==> config.mk <==
export PLATFORM = sky130hd
export DESIGN_NAME = ultrasonic_ranger_display
export DESIGN_NICKNAME = d
export VERILOG_FILES = /design/src/hw/rtl/urd_pkg.sv /design/src/hw/rtl/ultrasonic_ranger_display.sv
export SDC_FILE = /design/constraint.sdc
export NUM_CORES = 1
export LEC_CHECK = 0
export ABC_AREA = 1
export BUFFER_PORTS_ARGS = -buffer_cell sky130_fd_sc_hd__buf_2
export CORE_ASPECT_RATIO = 1.2
export CORE_MARGIN = 4
export CORE_UTILIZATION = 60
export CTS_BUF_LIST = sky130_fd_sc_hd__clkbuf_4
export DETAILED_ROUTE_END_ITERATION = 8
export MAX_ROUTING_LAYER = met4
export PLACE_DENSITY = 0.79
export SLEW_MARGIN = 40
export SYNTH_ARGS = -nofsm -noshare
export SYNTH_HDL_FRONTEND = slang
export SYNTH_SLANG_ARGS = --single-unit
==> constraint.sdc <==
create_clock -name aclk -period 16.9 [get_ports aclk]
set_input_delay 0.845 -clock aclk [delete_from_list [all_inputs] [get_ports aclk]]
set_output_delay 0.845 -clock aclk [all_outputs]
set_load 0.05 [all_outputs]
==> src/hw/rtl/urd_pkg.sv <==
`timescale 1ns / 1ps

package urd_pkg;

    // width of the free-running trigger period counter
    localparam int PERIOD_COUNTER_WIDTH = 20;

    // register widths
    localparam int TRIG_PERIOD_W  = 20;
    localparam int TRIG_WIDTH_W   = 16;
    localparam int MUX_PERIOD_W   = 16;
    localparam int TICKS_PER_CM_W = 8;
    localparam int VALUE_W        = 7;
    localparam int UNITS_W        = 8;
    localparam int SEG_W          = 7;
    localparam int DIGIT_W        = 4;

    localparam int CFG_DATA_W  = 20;
    localparam int CFG_INDEX_W = 3;

    // the period compare runs at the wider of counter and register
    localparam int PERIOD_CMP_W =
        (PERIOD_COUNTER_WIDTH > TRIG_PERIOD_W) ? PERIOD_COUNTER_WIDTH : TRIG_PERIOD_W;

    localparam int S_TDATA_W = 8;
    localparam int M_TDATA_W = 24;

    // register indexes
    localparam logic [CFG_INDEX_W-1:0] REG_TRIG_PERIOD      = 3'd0;
    localparam logic [CFG_INDEX_W-1:0] REG_TRIG_WIDTH       = 3'd1;
    localparam logic [CFG_INDEX_W-1:0] REG_MUX_PERIOD       = 3'd2;
    localparam logic [CFG_INDEX_W-1:0] REG_TICKS_PER_CM     = 3'd3;
    localparam logic [CFG_INDEX_W-1:0] REG_MAX_SHOWN        = 3'd4;
    localparam logic [CFG_INDEX_W-1:0] REG_OVER_RANGE_VALUE = 3'd5;

    // reset values
    localparam logic [TRIG_PERIOD_W-1:0]  TRIG_PERIOD_RST      = 20'd100000;
    localparam logic [TRIG_WIDTH_W-1:0]   TRIG_WIDTH_RST       = 16'd1000;
    localparam logic [MUX_PERIOD_W-1:0]   MUX_PERIOD_RST       = 16'd4000;
    localparam logic [TICKS_PER_CM_W-1:0] TICKS_PER_CM_RST     = 8'd58;
    localparam logic [VALUE_W-1:0]        MAX_SHOWN_RST        = 7'd99;
    localparam logic [VALUE_W-1:0]        OVER_RANGE_VALUE_RST = 7'd12;

    localparam logic [UNITS_W-1:0] UNITS_MAX = 8'd255;

    // x * 205 >> 11 is floor(x / 10) for every 7-bit x
    localparam logic [7:0] DIV10_MULT  = 8'd205;
    localparam int         DIV10_SHIFT = 11;

    // seven-segment pattern, bit0 is segment a; codes above nine are blank
    function automatic logic [SEG_W-1:0] seg_of(input logic [DIGIT_W-1:0] d);
        logic [SEG_W-1:0] s;
        case (d)
            4'd0:    s = 7'h3F;
            4'd1:    s = 7'h06;
            4'd2:    s = 7'h5B;
            4'd3:    s = 7'h4F;
            4'd4:    s = 7'h66;
            4'd5:    s = 7'h6D;
            4'd6:    s = 7'h7D;
            4'd7:    s = 7'h07;
            4'd8:    s = 7'h7F;
            4'd9:    s = 7'h6F;
            default: s = 7'h00;
        endcase
        return s;
    endfunction

endpackage

==> src/hw/rtl/ultrasonic_ranger_display.sv <==
`timescale 1ns / 1ps

// channel   direction  tdata fields (lowest bit first)
// s_        in         echo_level[0]
// m_        out        trigger[0] right_select[1] left_select[2] segments[9:3]
//                      shown_value[16:10]
// cfg_      in         cfg_we, cfg_index, cfg_data (plain register write)
//
// one tick beat is taken every cycle; its result beat is in the output register
// the next cycle. all timer state updates in the cycle a tick is accepted.
// a stalled result holds the output register and s_tready drops until it is
// taken. aresetn is synchronous and loads the register defaults, zero state.

module ultrasonic_ranger_display (
    input  logic                                 aclk,
    input  logic                                 aresetn,
    input  logic                                 s_tvalid,
    output logic                                 s_tready,
    input  logic [urd_pkg::S_TDATA_W-1:0]        s_tdata,   // echo_level
    output logic                                 m_tvalid,
    input  logic                                 m_tready,
    // trigger, right_select, left_select, segments, shown_value
    output logic [urd_pkg::M_TDATA_W-1:0]        m_tdata,
    input  logic                                 cfg_we,
    input  logic [urd_pkg::CFG_INDEX_W-1:0]      cfg_index,
    input  logic [urd_pkg::CFG_DATA_W-1:0]       cfg_data
);

    // configuration
    logic [urd_pkg::TRIG_PERIOD_W-1:0]  trig_period_reg;
    logic [urd_pkg::TRIG_WIDTH_W-1:0]   trig_width_reg;
    logic [urd_pkg::MUX_PERIOD_W-1:0]   mux_period_reg;
    logic [urd_pkg::TICKS_PER_CM_W-1:0] ticks_per_cm_reg;
    logic [urd_pkg::VALUE_W-1:0]        max_shown_reg;
    logic [urd_pkg::VALUE_W-1:0]        over_range_value_reg;

    // timer state
    logic [urd_pkg::PERIOD_COUNTER_WIDTH-1:0] trig_period_count_reg, trig_period_count_next;
    logic [urd_pkg::TRIG_WIDTH_W-1:0]         trig_high_count_reg, trig_high_count_next;
    logic [urd_pkg::MUX_PERIOD_W-1:0]         mux_count_reg, mux_count_next;
    logic                                     echo_prev_reg;
    logic [urd_pkg::TICKS_PER_CM_W-1:0]       echo_prescale_reg, echo_prescale_next;
    logic [urd_pkg::UNITS_W-1:0]              echo_units_reg, echo_units_next;
    logic [urd_pkg::UNITS_W-1:0]              distance_reg, distance_next;
    logic                                     right_active_reg, right_active_next;
    logic [urd_pkg::VALUE_W-1:0]              shown_reg, shown_next;

    // output register
    logic                          m_valid_reg;
    logic [urd_pkg::M_TDATA_W-1:0] m_data_reg, m_data_next;

    logic                                     accept;
    logic                                     echo;
    logic                                     trig;
    logic [urd_pkg::PERIOD_COUNTER_WIDTH-1:0] period_inc;
    logic [urd_pkg::TRIG_WIDTH_W-1:0]         high_loaded;
    logic [urd_pkg::TICKS_PER_CM_W-1:0]       prescale_base, prescale_inc;
    logic [urd_pkg::UNITS_W-1:0]              units_base;
    logic [urd_pkg::MUX_PERIOD_W-1:0]         mux_inc;
    logic [14:0]                              div_prod;
    logic [urd_pkg::DIGIT_W-1:0]              tens, ones, digit;
    logic [urd_pkg::VALUE_W-1:0]              tens_x10;

    assign s_tready = !m_valid_reg || m_tready;
    assign accept   = s_tvalid && s_tready;
    assign echo     = s_tdata[0];
    assign m_tvalid = m_valid_reg;
    assign m_tdata  = m_data_reg;

    always_comb begin
        // trigger generation
        period_inc  = trig_period_count_reg + 1'b1;
        high_loaded = trig_high_count_reg;
        trig_period_count_next = period_inc;
        if (urd_pkg::PERIOD_CMP_W'(period_inc) >= urd_pkg::PERIOD_CMP_W'(trig_period_reg)) begin
            trig_period_count_next = '0;
            high_loaded = trig_width_reg;
        end
        trig = (high_loaded != '0);
        trig_high_count_next = trig ? high_loaded - 1'b1 : high_loaded;

        // echo pulse timing, a rising edge restarts the count
        prescale_base = echo_prescale_reg;
        units_base    = echo_units_reg;
        if (echo && !echo_prev_reg) begin
            prescale_base = '0;
            units_base    = '0;
        end
        prescale_inc       = prescale_base + 1'b1;
        echo_prescale_next = prescale_base;
        echo_units_next    = units_base;
        distance_next      = distance_reg;
        if (echo) begin
            echo_prescale_next = prescale_inc;
            if (prescale_inc >= ticks_per_cm_reg) begin
                echo_prescale_next = '0;
                if (units_base != urd_pkg::UNITS_MAX) begin
                    echo_units_next = units_base + 1'b1;
                end
            end
        end else if (echo_prev_reg) begin
            distance_next = echo_units_reg;
        end

        // display refresh sees the distance of this tick
        mux_inc           = mux_count_reg + 1'b1;
        mux_count_next    = mux_inc;
        right_active_next = right_active_reg;
        shown_next        = shown_reg;
        if (mux_inc >= mux_period_reg) begin
            mux_count_next    = '0;
            right_active_next = !right_active_reg;
            if (distance_next > urd_pkg::UNITS_W'(max_shown_reg)) begin
                shown_next = over_range_value_reg;
            end else begin
                shown_next = distance_next[urd_pkg::VALUE_W-1:0];
            end
        end

        // split into tens and ones by reciprocal multiply
        div_prod = 15'(shown_next) * 15'(urd_pkg::DIV10_MULT);
        tens     = div_prod[14:urd_pkg::DIV10_SHIFT];
        tens_x10 = urd_pkg::VALUE_W'({tens, 3'b000}) + urd_pkg::VALUE_W'({tens, 1'b0});
        ones     = urd_pkg::DIGIT_W'(shown_next - tens_x10);
        digit    = right_active_next ? ones : tens;

        m_data_next = '0;
        m_data_next[0]     = trig;
        m_data_next[1]     = right_active_next;
        m_data_next[2]     = !right_active_next;
        m_data_next[9:3]   = urd_pkg::seg_of(digit);
        m_data_next[16:10] = shown_next;
    end

    always_ff @(posedge aclk) begin
        if (!aresetn) begin
            trig_period_reg      <= urd_pkg::TRIG_PERIOD_RST;
            trig_width_reg       <= urd_pkg::TRIG_WIDTH_RST;
            mux_period_reg       <= urd_pkg::MUX_PERIOD_RST;
            ticks_per_cm_reg     <= urd_pkg::TICKS_PER_CM_RST;
            max_shown_reg        <= urd_pkg::MAX_SHOWN_RST;
            over_range_value_reg <= urd_pkg::OVER_RANGE_VALUE_RST;
        end else if (cfg_we) begin
            case (cfg_index)
                urd_pkg::REG_TRIG_PERIOD:
                    trig_period_reg <= cfg_data[urd_pkg::TRIG_PERIOD_W-1:0];
                urd_pkg::REG_TRIG_WIDTH:
                    trig_width_reg <= cfg_data[urd_pkg::TRIG_WIDTH_W-1:0];
                urd_pkg::REG_MUX_PERIOD:
                    mux_period_reg <= cfg_data[urd_pkg::MUX_PERIOD_W-1:0];
                urd_pkg::REG_TICKS_PER_CM:
                    ticks_per_cm_reg <= cfg_data[urd_pkg::TICKS_PER_CM_W-1:0];
                urd_pkg::REG_MAX_SHOWN:
                    max_shown_reg <= cfg_data[urd_pkg::VALUE_W-1:0];
                urd_pkg::REG_OVER_RANGE_VALUE:
                    over_range_value_reg <= cfg_data[urd_pkg::VALUE_W-1:0];
                default: ;
            endcase
        end
    end

    always_ff @(posedge aclk) begin
        if (!aresetn) begin
            trig_period_count_reg <= '0;
            trig_high_count_reg   <= '0;
            mux_count_reg         <= '0;
            echo_prev_reg         <= 1'b0;
            echo_prescale_reg     <= '0;
            echo_units_reg        <= '0;
            distance_reg          <= '0;
            right_active_reg      <= 1'b0;
            shown_reg             <= '0;
            m_valid_reg           <= 1'b0;
        end else begin
            if (accept) begin
                trig_period_count_reg <= trig_period_count_next;
                trig_high_count_reg   <= trig_high_count_next;
                mux_count_reg         <= mux_count_next;
                echo_prev_reg         <= echo;
                echo_prescale_reg     <= echo_prescale_next;
                echo_units_reg        <= echo_units_next;
                distance_reg          <= distance_next;
                right_active_reg      <= right_active_next;
                shown_reg             <= shown_next;
                m_valid_reg           <= 1'b1;
            end else if (m_tready) begin
                m_valid_reg <= 1'b0;
            end
        end
    end

    // result beat payload, loaded only with a new tick
    always_ff @(posedge aclk) begin
        if (accept) begin
            m_data_reg <= m_data_next;
        end
    end

endmodule
Word level (Yosys, flattened, before mapping)
Memories as Yosys holds them, arrays and structs flattened. A register that Yosys moved wholly into a read port is not among the register bits.
Index checks and enable logic that the tools add are counted.
Widths: inputs -> output; s select.
{"block": "totals", "latchBits": 0, "output_inout_bits": 26, "mem_count": 1, "mem_bits_rw": 0, "in_bits": 36, "elab_cells": 71, "rom_bits": 112, "reg_bits": 177}
{"block": "op_classes", "div_mod_pow": 0, "n_reduce_logical": 16, "n_shift": 0, "muxes": 19, "mul": 1, "n_bitwise": 0, "n_lt_le_gt_ge": 4, "n_eq_ne": 6, "n_addsub": 7}
{"name": "(name not given)", "words": 16, "width": 7, "read_ports": 1, "rd_ports_with_merged_regs": 1, "wr": 0, "line": "urd_pkg.sv:53", "text": "case (d)"}
{"op": "$mux 8", "n": 9}
{"op": "$mux 16", "n": 3}
{"op": "$add 20x1->20 const B", "n": 1}
{"op": "$ge 20x20->1", "n": 1}
{"op": "$mux 20", "n": 1}
{"op": "$add 16x1->16 const B", "n": 1}
{"op": "$add 8x1->8 const B", "n": 2}
{"op": "$ge 16x16->1", "n": 1}
{"op": "$reduce_bool 16->1", "n": 1}
{"op": "$sub 16x1->16 const B", "n": 1}
{"op": "$mul 7x8->15 const B", "n": 1}
{"op": "$mux 7", "n": 2}
{"op": "$reduce_and 2->1", "n": 6}
{"op": "$ge 8x8->1", "n": 1}
{"op": "$gt 8x7->1", "n": 1}
{"op": "$ne 8x8->1 const B", "n": 1}
{"op": "$eq 3x2->1 const B", "n": 2}
{"op": "$eq 3x3->1 const B", "n": 2}
{"op": "$add 4x4->4", "n": 1}
{"op": "$logic_not 1->1", "n": 4}
{"op": "$mux 4", "n": 1}
{"op": "$sub 4x4->4", "n": 1}
{"op": "$eq 3x1->1 const B", "n": 1}
{"op": "$logic_not 3->1", "n": 1}
{"op": "4 further kinds", "n": 7}

Logic depth before layout (Yosys ltp)
{"block": "logic_depth", "ltp_word": 9, "depth_mapped": 46, "mapped_depth_nobuf": 45}

Worst setup path after synthesis
Ideal clock, no wire load.
{"block": "synth_timing", "path_kind": "register to register", "startpoint": "reg mux_count_reg[0] in the netlist's numbering", "endpoint": "reg m_data_reg, in the netlist m_tdata[9] (data pin)", "stages_incl_launch_ff": 42, "arrival_time_ps": 6893, "period_less_slack_ps": 7025, "slack_ps": 9875, "required_time_ps": 16768, "setup_time_ps": 132, "path_buffers": 1, "cell_sequence": "dfxtp_1 -> ha_1 -> nand3_1 -> nor3b_1 -> nand3_1 -> nor3_1 -> nand3_1 -> nor2_1 -> xor2_1 -> ha_1 -> nand2_1 -> o21ai_0 -> a21oi_1 -> nand3_2 -> buf_2 -> o21ai_1 -> ha_1 -> inv_1 -> [... 6 more ...] -> ha_1 -> nand2_1 -> nor2_1 -> nand2_1 -> o221a_2 -> o21ai_1 -> nand2_1 -> nand2_1 -> inv_1 -> ha_1 -> xnor2_1 -> nand2_1 -> o21ai_4 -> inv_2 -> or2_0 -> o21ai_0 -> nand3_1 -> nand2_1"}
{"block": "synth_via", "elab_chain_cells": 7, "word_cells_on_any_way": 8, "cone_classes": "3 x add/sub; 1 x mul; 1 x order compare; 3 x mux"}
{"element": "start: declaration", "line": "ultrasonic_ranger_display.sv:40", "text": "logic [urd_pkg::MUX_PERIOD_W-1:0] mux_count_reg, mux_count_next;"}
{"element": "start signal: assignment", "line": "ultrasonic_ranger_display.sv:178", "text": "mux_count_reg <= mux_count_next;"}
{"element": "$add 16x1->16 *", "line": "ultrasonic_ranger_display.sv:106", "text": "mux_inc = mux_count_reg + 1'b1;"}
{"element": "$ge 16x16->1 *", "line": "ultrasonic_ranger_display.sv:110", "text": "if (mux_inc >= mux_period_reg) begin"}
{"element": "$mux 7 *", "line": "ultrasonic_ranger_display.sv:110"}
{"element": "net m_data_next, one bit", "line": "ultrasonic_ranger_display.sv:50", "text": "logic [urd_pkg::M_TDATA_W-1:0] m_data_reg, m_data_next;"}
{"element": "$mul 7x8->15 *", "line": "ultrasonic_ranger_display.sv:121", "text": "div_prod = 15'(shown_next) * 15'(urd_pkg::DIV10_MULT);"}
{"element": "$add 4x4->4", "line": "ultrasonic_ranger_display.sv:123", "text": "tens_x10 = urd_pkg::VALUE_W'({tens, 3'b000}) + urd_pkg::VALUE_W'({tens, 1'b0});"}
{"element": "$sub 4x4->4", "line": "ultrasonic_ranger_display.sv:124", "text": "ones = urd_pkg::DIGIT_W'(shown_next - tens_x10);"}
{"element": "$mux 4 *", "line": "ultrasonic_ranger_display.sv:125", "text": "digit = right_active_next ? ones : tens;"}
{"element": "end: declaration", "line": "ultrasonic_ranger_display.sv:50"}
Mark *: on every way through the listed nets, which the timed path passes. The rest lies on a longest branch.
A chain may end at the register's enable or synchronous reset.

Worst setup path after layout
{"block": "layout_timing", "startpoint": "reg mux_count_reg[0] in the netlist's numbering", "endpoint": "reg m_data_reg, in the netlist m_tdata[3] (data pin)"}
{"block": "layout_via", "elab_chain_cells": 7, "word_cells_on_any_way": 8, "cone_classes": "3 x add/sub; 1 x mul; 1 x order compare; 3 x mux"}
{"element": "$add 16x1->16 *", "line": "ultrasonic_ranger_display.sv:106"}
{"element": "$ge 16x16->1 *", "line": "ultrasonic_ranger_display.sv:110"}
{"element": "$mux 7", "line": "ultrasonic_ranger_display.sv:110"}
{"element": "$mul 7x8->15", "line": "ultrasonic_ranger_display.sv:121"}
{"element": "$add 4x4->4", "line": "ultrasonic_ranger_display.sv:123"}
{"element": "$sub 4x4->4", "line": "ultrasonic_ranger_display.sv:124"}
{"element": "$mux 4 *", "line": "ultrasonic_ranger_display.sv:125"}
Mark *: on every way between the ends. The rest lies on a longest branch, timed or not.

==> metrics.txt <==
top cells by area, synth dfxtp_1 (31%), ha_1 (12%), nand2_1 (7.4%), inv_1 (7.0%), edfxtp_1 (4.9%); gr ovfl total 0; register area share after synthesis 35.5%; Slowest-stage cell, CP o21ai_1; cts hold-fix bufs 0; Core Rows 52; Inserted Clock Buffers 17; largest area contributor in the netlist dfxtp_1; HPWL after DPL 16,300 um; post-synth cell types 56; P_sw 305 uW; via/cell ratio 5.42; Post-DRT Antenna Nets 0; crit-path max cell delay 590 ps; Max-slew headroom 49.1%; via count 8,828; die height 153 um; worst-case clock buffer depth 2; Hold Path Class register to register; setup violators final 0; Initial Utilization 61.6%; sw frac 32.4%; clk_lat worst skew 580 ps; DRT Wirelength 22,500 um; Overall Power 940 uW; setup_tns 0 ps; Comb pwr share 22.8%; fmax 0.122 GHz; Yosys top cell area share 30.6%; chip width 129 um; CTS sink count 177; Layout Skew 19.7 ps; crit end category register; setup bufs post-CTS 0; most frequent cell after synthesis nand2_1; clk slew on worst S/H paths 150 ps; initial antenna violation count 1; Post-Route Utilization 65.6%; RSZ-0062 raised after global routing no; part of the power in registers 48.5%; average wire per standard cell 13.8 um; final slew viol count 0; peak supply drop 0.0646 mV; Worst path most repeated cell nand2_1; Internal 635 uW; gpl congestion 0.873; Post-synth EDFFs 17; CTS tree built; ys async rst share 0%; H-Tree Depth 4; core area 0.0170 sq mm; Crit Path Max Fanout 15; Final Hold Vio Count 0; GRT Total Usage 24.4%; synth warn 0; mapped cell area 0.0105 sq mm; synth cell count leaders nand2_1 (205), inv_1 (195), dfxtp_1 (160); critical path type register to register; Syn Inst Count 1,374; Crit path arrival time 8570 ps; type of origin of the critical path register; # resized after CTS 0; IO Count 62; CTS Root Buffer Type clkbuf_4; pwr dens 84.4 mW/mm^2; clock share of power 28.7%; number of global-route vias before repair 8,365; post-layout minimum cycle time 8210 ps; Initial DRC Count 581; # Max-Cap Violations 0; largest net degree at the start of global routing 98; Lkg Pwr 5.26 nW; nets@finish 1,542; Area Growth Syn to Fin 6.49%; synthesized flop and latch total 177; Least-Margin Pin Slew 759 ps; IO buf count 47; Final period util 48.6%; Top FF cell, synth dfxtp_1; fillers 1,507; first-pass GRT wire length 38,400 um; Worst EP required 17,260 ps; DRT Pass-1 Iters 6; DRC 0; die area 0.0196 sq mm; fraction of layout cells with a size suffix above 1 9.06%; status completed; synthesized area per cell 7.61 sq um
==> path summary, 6_finish.rpt <==
check,start,endpoint,slack [ps],cells after the start
setup / recovery,mux_count_reg[0],m_tdata[3],8690,41
hold / removal,trig_period_reg[4],trig_period_reg[4],470,2
hold reg to reg,trig_period_reg[4],trig_period_reg[4],470,2
setup reg to reg,mux_count_reg[0],m_tdata[3],8690,41
==> logic make-up after synthesis <==
group                      share of synthesized area (%)
adders and majority gates                           13.3
AOI/OAI and AO/OA                                   17.5
xor gates and xnor gates                            4.59
muxes                                              0.311
other                                             0.0359
DFF                                                 35.5
buffers and inverters                               9.62
and+or+nand+nor                                     19.2
==> cell usage in the layout, fill, tap and decap left out, drive strengths merged, types with 33 or more instances in the layout <==
master / instances
xor2: 33
nand3: 60
inv: 203
ha: 98
o21ai: 117
a22oi: 37
nor2: 132
a21oi: 101
buf: 55
dfxtp: 160
nand2: 219
==> per-layer routing <==
layer	up-vias	part of all wire, %	track usage, %
li1	4591	-	-
met1	4060	45	30.1
met3	27	3.6	3.93
met4	0	1.9	7.05
met5	-	0	-
met2	150	49	41.0
==> per-stage QoR <==
stage,hold WS [ps],cells,instance area [sq um],worst slack (ps)
floorplan,430,1380,10500,9870
global placement,446,1597,10800,8900
detailed placement,453,1597,10800,8720
CTS,443,1629,11100,8700
global route,457,1630,11100,7740
finish,472,1630,11100,8690
==> power by group through the flow <==
stage / clock [mW] / combinational (mW) / sequential [mW]
2_1_floorplan: 0 / 0.148 / 0.483
3_3_place_gp: 0 / 0.208 / 0.464
3_5_place_dp: 0 / 0.214 / 0.465
4_1_cts: 0.273 / 0.216 / 0.456
5_1_grt: 0.292 / 0.247 / 0.458
6_report: 0.270 / 0.215 / 0.456
==> critical path, delay by kind of cell (launching register included) <==
family                   cells  cell delay (ps)
AO/OA/AOI/OAI                5             1460
XOR/XNOR                     2              480
adder cells (fa/ha/maj)      7             2300
buffers and inverters        6              510
flip-flops                   1              440
AND/OR/NAND/NOR             21             2780
==> cell type report <==
| type | instances | area (sq um) | area share [%] |
|---|---|---|---|
| diodes | 1 | 2.50 | 0.0225 |
| clock buffers | 18 | 135 | 1.21 |
| clock inverters | 14 | 186 | 1.67 |
| inverters | 203 | 762 | 6.84 |
| multi-input cells | 946 | 5770 | 51.8 |
| flip-flops and latches | 177 | 3710 | 33.3 |
| well taps | 216 | 270 | 2.43 |
| repair buffers | 55 | 299 | 2.68 |
Power figures use the tool's default switching activity.
